<file path="config.mk">
export PLATFORM = sky130hd
export DESIGN_NAME = weighted_history_motion_filter
export DESIGN_NICKNAME = d
export VERILOG_FILES = /design/src/hw/rtl/whmf_pkg.sv /design/src/hw/rtl/whmf_ram.sv /design/src/hw/rtl/whmf_div.sv /design/src/hw/rtl/weighted_history_motion_filter.sv
export SDC_FILE = /design/constraint.sdc
export NUM_CORES = 2
export LEC_CHECK = 0
export BUFFER_PORTS_ARGS = -buffer_cell sky130_fd_sc_hd__clkbuf_2
export CORE_MARGIN = 2
export CORE_UTILIZATION = 55
export CTS_BUF_LIST = sky130_fd_sc_hd__clkbuf_8
export CTS_CLUSTER_SIZE = 16
export DETAILED_ROUTE_END_ITERATION = 10
export PLACE_DENSITY_LB_ADDON = 0.08
export SYNTH_ARGS = -nofsm -noshare
export SYNTH_HDL_FRONTEND = slang
export SYNTH_HIERARCHICAL = 1
export SYNTH_SLANG_ARGS = --single-unit
export TNS_END_PERCENT = 1
</file>
<file path="constraint.sdc">
create_clock -name clk -period 15.1 [get_ports clk]
set_input_delay 0.755 -clock clk [delete_from_list [all_inputs] [get_ports clk]]
set_output_delay 0.755 -clock clk [all_outputs]
set_load 0.02 [all_outputs]
</file>
<file path="src/hw/rtl/whmf_pkg.sv">
// package: widths, payload and status types, register codes for the motion filter
`timescale 1ns / 1ps

package whmf_pkg;

	localparam int HISTORY_DEPTH = 10;

	localparam int SAMPLE_W = 16;
	localparam int OUT_W    = 24;
	localparam int FRAC_W   = 8;
	localparam int WEIGHT_W = 16;

	localparam int IDX_W = $clog2(HISTORY_DEPTH > 1 ? HISTORY_DEPTH : 2);
	localparam int ACC_W = 34 + $clog2(HISTORY_DEPTH > 1 ? HISTORY_DEPTH : 2);
	localparam int TOT_W = 18 + $clog2(HISTORY_DEPTH > 1 ? HISTORY_DEPTH : 2);
	localparam int NUM_W = ACC_W + FRAC_W;
	localparam int DIV_W = (NUM_W + 1 > TOT_W + OUT_W) ? NUM_W + 1 : TOT_W + OUT_W;
	localparam int QUO_W  = OUT_W + 1;
	localparam int QCNT_W = $clog2(QUO_W + 1);

	localparam logic [TOT_W-1:0] ONE_Q16 = TOT_W'(65536);
	localparam logic signed [OUT_W-1:0] OUT_MAX = 24'sh7FFFFF;
	localparam logic signed [OUT_W-1:0] OUT_MIN = 24'sh800000;

	localparam int CFG_IDX_W  = 2;
	localparam int CFG_DATA_W = 16;
	localparam logic [CFG_IDX_W-1:0] REG_WEIGHT_FACTOR = 2'd0;
	localparam logic [CFG_IDX_W-1:0] REG_FILTER_ENABLE = 2'd1;
	localparam logic [WEIGHT_W-1:0] WEIGHT_FACTOR_RESET = 16'd13107;
	localparam logic FILTER_ENABLE_RESET = 1'b1;

	typedef struct packed {
		logic signed [SAMPLE_W-1:0] delta_x;
		logic signed [SAMPLE_W-1:0] delta_y;
	} in_item_t;

	typedef struct packed {
		logic signed [OUT_W-1:0] smooth_x;
		logic signed [OUT_W-1:0] smooth_y;
	} out_item_t;

	typedef struct packed {
		logic                    done;
		logic signed [OUT_W-1:0] weighted;
	} div_res_t;

endpackage

</file>
<file path="src/hw/rtl/whmf_ram.sv">
// generic single-write, single-read ram with registered read data
`timescale 1ns / 1ps

module whmf_ram #(
	parameter int WIDTH = 32,
	parameter int DEPTH = 16
) (
	input  logic                                        clk,
	input  logic                                        we,
	input  logic [$clog2(DEPTH > 1 ? DEPTH : 2)-1:0]    waddr,
	input  logic [WIDTH-1:0]                            wdata,
	input  logic                                        re,
	input  logic [$clog2(DEPTH > 1 ? DEPTH : 2)-1:0]    raddr,
	output logic [WIDTH-1:0]                            rdata
);

	logic [WIDTH-1:0] mem_q [DEPTH];

	always_ff @(posedge clk) begin
		if (we) begin
			mem_q[waddr] <= wdata;
		end
		if (re) begin
			rdata <= mem_q[raddr];
		end
	end

endmodule

</file>
<file path="src/hw/rtl/whmf_div.sv">
// serial rounding divider: weighted sum times 256 over total weight, saturated to 24 bits
`timescale 1ns / 1ps

module whmf_div (
	input  logic                                  clk,
	input  logic                                  arst_n,
	input  logic                                  start,
	input  logic signed [whmf_pkg::ACC_W-1:0]     acc,
	input  logic [whmf_pkg::TOT_W-1:0]            total,
	output whmf_pkg::div_res_t                    result
);

	logic                              busy_q;
	logic                              done_q;
	logic [whmf_pkg::QCNT_W-1:0]       cnt_q;
	logic [whmf_pkg::DIV_W-1:0]        rem_q;
	logic [whmf_pkg::DIV_W-1:0]        dsh_q;
	logic [whmf_pkg::QUO_W-1:0]        quo_q;
	logic                              neg_q;
	logic signed [whmf_pkg::OUT_W-1:0] weighted_q;

	logic signed [whmf_pkg::NUM_W-1:0] num;
	logic [whmf_pkg::NUM_W-1:0]        mag;
	logic                              take;
	logic signed [whmf_pkg::OUT_W-1:0] sat_val;

	assign num  = {acc, {whmf_pkg::FRAC_W{1'b0}}};
	assign mag  = num[whmf_pkg::NUM_W-1] ? (~num + 1'b1) : num;
	assign take = (rem_q >= dsh_q);

	always_comb begin
		if (neg_q) begin
			if (quo_q > whmf_pkg::QUO_W'(24'h800000)) begin
				sat_val = whmf_pkg::OUT_MIN;
			end else begin
				sat_val = -$signed(quo_q[whmf_pkg::OUT_W-1:0]);
			end
		end else begin
			if (quo_q > whmf_pkg::QUO_W'(24'h7FFFFF)) begin
				sat_val = whmf_pkg::OUT_MAX;
			end else begin
				sat_val = $signed(quo_q[whmf_pkg::OUT_W-1:0]);
			end
		end
	end

	always_ff @(posedge clk or negedge arst_n) begin
		if (!arst_n) begin
			busy_q <= 1'b0;
			done_q <= 1'b0;
			cnt_q  <= '0;
		end else begin
			done_q <= !start && busy_q && (cnt_q == '0);
			if (start) begin
				busy_q <= 1'b1;
				cnt_q  <= whmf_pkg::QCNT_W'(whmf_pkg::QUO_W);
			end else if (busy_q) begin
				if (cnt_q != '0) begin
					cnt_q <= cnt_q - 1'b1;
				end else begin
					busy_q <= 1'b0;
				end
			end
		end
	end

	always_ff @(posedge clk) begin
		if (start) begin
			rem_q <= whmf_pkg::DIV_W'(mag) + whmf_pkg::DIV_W'(total >> 1);
			dsh_q <= whmf_pkg::DIV_W'({total, {whmf_pkg::OUT_W{1'b0}}});
			neg_q <= acc[whmf_pkg::ACC_W-1];
			quo_q <= '0;
		end else if (busy_q) begin
			if (cnt_q != '0) begin
				if (take) begin
					rem_q <= rem_q - dsh_q;
				end
				quo_q <= {quo_q[whmf_pkg::QUO_W-2:0], take};
				dsh_q <= dsh_q >> 1;
			end else begin
				weighted_q <= sat_val;
			end
		end
	end

	assign result.done     = done_q;
	assign result.weighted = weighted_q;

endmodule

</file>
<file path="src/hw/rtl/weighted_history_motion_filter.sv">
// top level: history ram, multiply-accumulate over taps, dividers, two-tap mean, output register
//
// channel   direction  handshake              payload
// in        input      in_valid / in_ready    in_data (delta_x, delta_y)
// out       output     out_valid / out_ready  out_data (smooth_x, smooth_y)
// cfg       input      cfg_we                 cfg_index, cfg_data
//
// filtered item: one ram read per older history tap, then a 25-step restoring divider per axis;
// a pass-through item goes straight from the idle state to the done state
// one item in flight at a time; in_ready is high in the idle state, also while the output register holds a result
// a finished result stalls in its holding register until the output register is free
// reset clears the history valid bits and last weighted values and loads the config registers with their reset values
`timescale 1ns / 1ps

module weighted_history_motion_filter (
	input  logic                               clk,
	input  logic                               arst_n,
	input  logic                               in_valid,
	output logic                               in_ready,
	input  whmf_pkg::in_item_t                 in_data,
	output logic                               out_valid,
	input  logic                               out_ready,
	output whmf_pkg::out_item_t                out_data,
	input  logic                               cfg_we,
	input  logic [whmf_pkg::CFG_IDX_W-1:0]     cfg_index,
	input  logic [whmf_pkg::CFG_DATA_W-1:0]    cfg_data
);

	typedef enum logic [4:0] {
		S_IDLE = 5'b00001,
		S_MAC  = 5'b00010,
		S_DIV  = 5'b00100,
		S_DONE = 5'b01000,
		S_SPARE = 5'b10000
	} state_t;

	localparam logic [whmf_pkg::IDX_W-1:0] LAST_IDX = whmf_pkg::IDX_W'(whmf_pkg::HISTORY_DEPTH - 1);

	state_t                                state_q;
	logic [whmf_pkg::WEIGHT_W-1:0]         factor_q;
	logic                                  enable_q;
	logic [whmf_pkg::IDX_W-1:0]            head_q;
	logic [whmf_pkg::IDX_W-1:0]            rd_addr_q;
	logic [whmf_pkg::IDX_W-1:0]            issue_cnt_q;
	logic [whmf_pkg::HISTORY_DEPTH-1:0]    valid_q;
	logic                                  rd_valid_s1;
	logic                                  ent_valid_s1;
	logic [whmf_pkg::WEIGHT_W-1:0]         w_q;
	logic signed [whmf_pkg::ACC_W-1:0]     acc_x_q;
	logic signed [whmf_pkg::ACC_W-1:0]     acc_y_q;
	logic [whmf_pkg::TOT_W-1:0]            total_q;
	logic signed [whmf_pkg::OUT_W-1:0]     last_x_q;
	logic signed [whmf_pkg::OUT_W-1:0]     last_y_q;
	whmf_pkg::out_item_t                   res_q;
	whmf_pkg::out_item_t                   out_q;
	logic                                  out_valid_q;

	logic                                  in_xfer;
	logic [whmf_pkg::IDX_W-1:0]            head_new;
	logic [whmf_pkg::IDX_W-1:0]            first_rd;
	logic                                  ram_re;
	logic [2*whmf_pkg::SAMPLE_W-1:0]       ram_rdata;
	logic signed [whmf_pkg::SAMPLE_W-1:0]  tap_x;
	logic signed [whmf_pkg::SAMPLE_W-1:0]  tap_y;
	logic signed [32:0]                    prod_x;
	logic signed [32:0]                    prod_y;
	logic [31:0]                           w_prod;
	logic                                  div_start;
	whmf_pkg::div_res_t                    div_x;
	whmf_pkg::div_res_t                    div_y;
	logic signed [whmf_pkg::OUT_W-1:0]     mean_x;
	logic signed [whmf_pkg::OUT_W-1:0]     mean_y;
	logic                                  out_free;

	function automatic logic signed [whmf_pkg::OUT_W-1:0] mean2(
		input logic signed [whmf_pkg::OUT_W-1:0] a,
		input logic signed [whmf_pkg::OUT_W-1:0] b
	);
		logic signed [whmf_pkg::OUT_W:0] sum;
		logic [whmf_pkg::OUT_W:0]        mag;
		logic [whmf_pkg::OUT_W:0]        half;
		sum  = $signed({a[whmf_pkg::OUT_W-1], a}) + $signed({b[whmf_pkg::OUT_W-1], b});
		mag  = sum[whmf_pkg::OUT_W] ? (~sum + 1'b1) : sum;
		half = (mag + 1'b1) >> 1;
		if (sum[whmf_pkg::OUT_W]) begin
			mean2 = whmf_pkg::OUT_W'(~half + 1'b1);
		end else begin
			mean2 = whmf_pkg::OUT_W'(half);
		end
	endfunction

	assign in_ready = (state_q == S_IDLE);
	assign in_xfer  = in_valid && in_ready;
	assign out_free = !out_valid_q || out_ready;

	assign head_new = (head_q == '0) ? LAST_IDX : head_q - 1'b1;
	assign first_rd = (head_new == LAST_IDX) ? '0 : head_new + 1'b1;

	assign ram_re = (state_q == S_MAC) && (issue_cnt_q != '0);

	whmf_ram #(
		.WIDTH (2 * whmf_pkg::SAMPLE_W),
		.DEPTH (whmf_pkg::HISTORY_DEPTH)
	) u_hist_ram (
		.clk   (clk),
		.we    (in_xfer && enable_q),
		.waddr (head_new),
		.wdata ({in_data.delta_y, in_data.delta_x}),
		.re    (ram_re),
		.raddr (rd_addr_q),
		.rdata (ram_rdata)
	);

	// entries never written read as zero
	assign tap_x = ent_valid_s1 ? $signed(ram_rdata[whmf_pkg::SAMPLE_W-1:0]) : '0;
	assign tap_y = ent_valid_s1 ? $signed(ram_rdata[2*whmf_pkg::SAMPLE_W-1:whmf_pkg::SAMPLE_W]) : '0;

	assign prod_x = tap_x * $signed({1'b0, w_q});
	assign prod_y = tap_y * $signed({1'b0, w_q});
	assign w_prod = w_q * factor_q;

	assign div_start = (state_q == S_MAC) && (issue_cnt_q == '0) && !rd_valid_s1;

	whmf_div u_div_x (
		.clk    (clk),
		.arst_n (arst_n),
		.start  (div_start),
		.acc    (acc_x_q),
		.total  (total_q),
		.result (div_x)
	);

	whmf_div u_div_y (
		.clk    (clk),
		.arst_n (arst_n),
		.start  (div_start),
		.acc    (acc_y_q),
		.total  (total_q),
		.result (div_y)
	);

	assign mean_x = mean2(div_x.weighted, last_x_q);
	assign mean_y = mean2(div_y.weighted, last_y_q);

	always_ff @(posedge clk or negedge arst_n) begin
		if (!arst_n) begin
			state_q     <= S_IDLE;
			factor_q    <= whmf_pkg::WEIGHT_FACTOR_RESET;
			enable_q    <= whmf_pkg::FILTER_ENABLE_RESET;
			head_q      <= '0;
			valid_q     <= '0;
			issue_cnt_q <= '0;
			rd_valid_s1 <= 1'b0;
			last_x_q    <= '0;
			last_y_q    <= '0;
			out_valid_q <= 1'b0;
		end else begin
			if (cfg_we) begin
				case (cfg_index)
					whmf_pkg::REG_WEIGHT_FACTOR: begin
						factor_q <= cfg_data;
					end
					whmf_pkg::REG_FILTER_ENABLE: begin
						enable_q <= cfg_data[0];
					end
					default: begin
					end
				endcase
			end

			if (state_q == S_DONE && out_free) begin
				out_valid_q <= 1'b1;
			end else if (out_valid_q && out_ready) begin
				out_valid_q <= 1'b0;
			end

			rd_valid_s1 <= ram_re;

			case (state_q)
				S_IDLE: begin
					if (in_xfer) begin
						if (enable_q) begin
							head_q           <= head_new;
							valid_q[head_new] <= 1'b1;
							issue_cnt_q      <= whmf_pkg::IDX_W'(whmf_pkg::HISTORY_DEPTH - 1);
							state_q          <= S_MAC;
						end else begin
							state_q <= S_DONE;
						end
					end
				end
				S_MAC: begin
					if (ram_re) begin
						issue_cnt_q <= issue_cnt_q - 1'b1;
					end
					if (div_start) begin
						state_q <= S_DIV;
					end
				end
				S_DIV: begin
					if (div_x.done) begin
						last_x_q <= div_x.weighted;
						last_y_q <= div_y.weighted;
						state_q  <= S_DONE;
					end
				end
				S_DONE: begin
					if (out_free) begin
						state_q <= S_IDLE;
					end
				end
				default: begin
					state_q <= S_IDLE;
				end
			endcase
		end
	end

	always_ff @(posedge clk) begin
		case (state_q)
			S_IDLE: begin
				if (in_xfer) begin
					acc_x_q   <= whmf_pkg::ACC_W'($signed({in_data.delta_x, 16'b0}));
					acc_y_q   <= whmf_pkg::ACC_W'($signed({in_data.delta_y, 16'b0}));
					total_q   <= whmf_pkg::ONE_Q16;
					w_q       <= factor_q;
					rd_addr_q <= first_rd;
					res_q.smooth_x <= {in_data.delta_x, {whmf_pkg::FRAC_W{1'b0}}};
					res_q.smooth_y <= {in_data.delta_y, {whmf_pkg::FRAC_W{1'b0}}};
				end
			end
			S_MAC: begin
				if (ram_re) begin
					ent_valid_s1 <= valid_q[rd_addr_q];
					rd_addr_q    <= (rd_addr_q == LAST_IDX) ? '0 : rd_addr_q + 1'b1;
				end
				if (rd_valid_s1) begin
					acc_x_q <= acc_x_q + whmf_pkg::ACC_W'(prod_x);
					acc_y_q <= acc_y_q + whmf_pkg::ACC_W'(prod_y);
					total_q <= total_q + whmf_pkg::TOT_W'(w_q);
					w_q     <= w_prod[31:16];
				end
			end
			S_DIV: begin
				if (div_x.done) begin
					res_q.smooth_x <= mean_x;
					res_q.smooth_y <= mean_y;
				end
			end
			default: begin
			end
		endcase

		if (state_q == S_DONE && out_free) begin
			out_q <= res_q;
		end
	end

	assign out_valid = out_valid_q;
	assign out_data  = out_q;

`ifndef SYNTHESIS
	assert property (@(posedge clk) disable iff (!arst_n)
		div_x.done == div_y.done)
		else $error("axis dividers out of step");

	assert property (@(posedge clk) disable iff (!arst_n)
		div_x.done |-> (state_q == S_DIV))
		else $error("divider finished outside the divide state");

	assert property (@(posedge clk) disable iff (!arst_n)
		(in_xfer && enable_q) |=> valid_q[head_q])
		else $error("history entry not marked valid after write");

	assert property (@(posedge clk) disable iff (!arst_n)
		div_start |-> (total_q >= whmf_pkg::ONE_Q16))
		else $error("total weight below one at divide start");
`endif

endmodule
</file>
==> run metrics <==
outcome=finished clean; Tcrit/Tclk final=0.612; Worst EP required=15690 ps; CP Capture Type=flip-flop; initial core utilization=0.554; drt initial violations=5591; CTS resizes=0; register area=27200 um2; syn nets=10008; number of H-tree levels=4; Final Hold Vio Count=0; Synth Area per Inst=9.67 um2; CTS root buffer=clkbuf_8; RSZ-0062 raised after global routing=false; fillers=13302; # rows=143; CP Launch Point=ent_valid_s1; Worst Setup Start Kind=flip-flop; crit path max-delay cell type=fa_1; GR Util All Layers=0.295; Setup Skew=68.2 ps; footprint of the multi-input gates=51400 um2; via/cell ratio=5.96; Placer Congestion=0.906; drc violations=0; 1st-pass router iterations=6; number of global-route vias before repair=63498; Setup-failing EPs final=0; achievable frequency=108 MHz; global-route wire length before repair=362000 um; Area Overhead vs Synth=6.63%; DR WL/cell=21.4 um; ANT nets after route=0; initial antenna violation count=17; Hold Crit Class=in -> reg; Post-Route WL=232000 um; Post-Syn Area=84300 um2; DP Worst Slack=6000 ps; setup_tns=0 ps; HP Start=cfg_data[15]; Die Wd=396 um; top-level I/O count=105; CP Class=reg -> reg; vias=64484; final worst setup slack=5860 ps; share of cells above drive strength 1=0.0900; Num CTS Buffers=169; Core ar.=152000 um2; # nets final=9922; clock-pin slew on the worst setup and hold paths=70 ps; Syn. warnings=6; clk sinks=955; die span in y=396 um; die area=156000 um2; postcts setup bufs=0; worst-margin pin slew=1210 ps; CTS tree=yes; Worst path most repeated cell=fa_1; max-slew violation count=0; CTS Buffer Depth=3; post-synthesis cell count=8724; Max FO, Critical Path=209; total grt overflow=0; min Tclk post-route=9240 ps; crit path DAT=9830 ps; cts hold-fix bufs=14; max cap viols=0; largest net degree at the start of global routing=210; CP max stage delay=550 ps; RR Startpoint=ent_valid_s1; input/output buffers=104; r2r setup slk=5860 ps; Slew headroom=0.191; Post-DP HPWL=165000 um; clock latency on the worst-skew pair=920 ps
critical path, delay by kind of cell (launching register included):
family / cells / cell delay, ps
fa+ha+maj: 7 / 3410
flops: 1 / 330
compound gates: 10 / 2320
simple gates: 5 / 1400
xor+xnor: 1 / 150
buf+inv: 5 / 1130
final timing paths:
| path | end | cells after the start |
|---|---|---|
| max | acc_y_q[37] | 28 |
| min | factor_q[15] | 2 |
| max reg2reg | acc_y_q[37] | 28 |
| min reg2reg | out_data[17] | 0 |
| max in group asynchronous | factor_q[15] | 4 |
| min in group asynchronous | last_x_q[1] | 2 |
placed cells by master (no fill, tap or decap), types with 98 or more instances in the layout:
cell and count:
nand2_1 1125, inv_1 1119, edfxtp_1 755, fa_1 654
ha_1 575, a21oi_1 410, o21ai_0 362, nor2_1 339
xnor2_1 289, and3_1 288, clkbuf_8 177, xor2_1 172
mux2_2 165, nor3_1 146, and2_1 142, nand3_1 131
a21o_1 113, o31ai_1 105, clkbuf_2 103, dfxtp_1 98
metal layers:
| layer | GRT usage | vias up | routed length, um |
|---|---|---|---|
| li1 | - | 30006 | - |
| met1 | 0.421 | 31955 | 104000 |
| met2 | 0.456 | 2159 | 104000 |
| met3 | 0.0523 | 358 | 16600 |
| met4 | 0.0941 | 6 | 6970 |
| met5 | 0 | - | 42 |
area by class of cell:
cell class,count,share of cell area
multi-input combinational,6250,0.572
sequential,955,0.303
inverter,1068,0.0446
tap,2030,0.0283
clock buffer,177,0.0271
timing repair buffer,194,0.0143
clock inverter,137,0.0109
antenna,13,0.000362
sequential cells by signal (all words and copies together), names as in the netlist, 24 cells and up:
signal / cells
acc_x_q: 38
acc_y_q: 38
last_x_q: 24
last_y_q: 24
out_data: 48
res_q: 48
u_div_x/dsh_q: 46
u_div_x/quo_q: 25
u_div_x/rem_q: 47
u_div_x/weighted_q: 24
u_div_y/dsh_q: 46
u_div_y/quo_q: 25
u_div_y/rem_q: 47
u_div_y/weighted_q: 24
u_hist_ram/mem_q: 320
u_hist_ram/rdata: 32
stage by stage:
| stage | hold WS (ps) | util | std cells | area, um2 |
|---|---|---|---|---|
| 4_1_cts | 22.8 | 0.591 | 10811 | 89900 |
| 3_5_place_dp | 405 | 0.568 | 10483 | 86300 |
| 3_3_place_gp | 402 | 0.568 | 10483 | 86300 |
| 6_report | 116 | 0.591 | 10824 | 89900 |
| 2_1_floorplan | 400 | - | 8724 | 84300 |
| 5_1_grt | 75.3 | 0.591 | 10819 | 89900 |
Power is not shown: default switching activity piles up to over one toggle a cycle in this logic, so the estimate is an artifact.
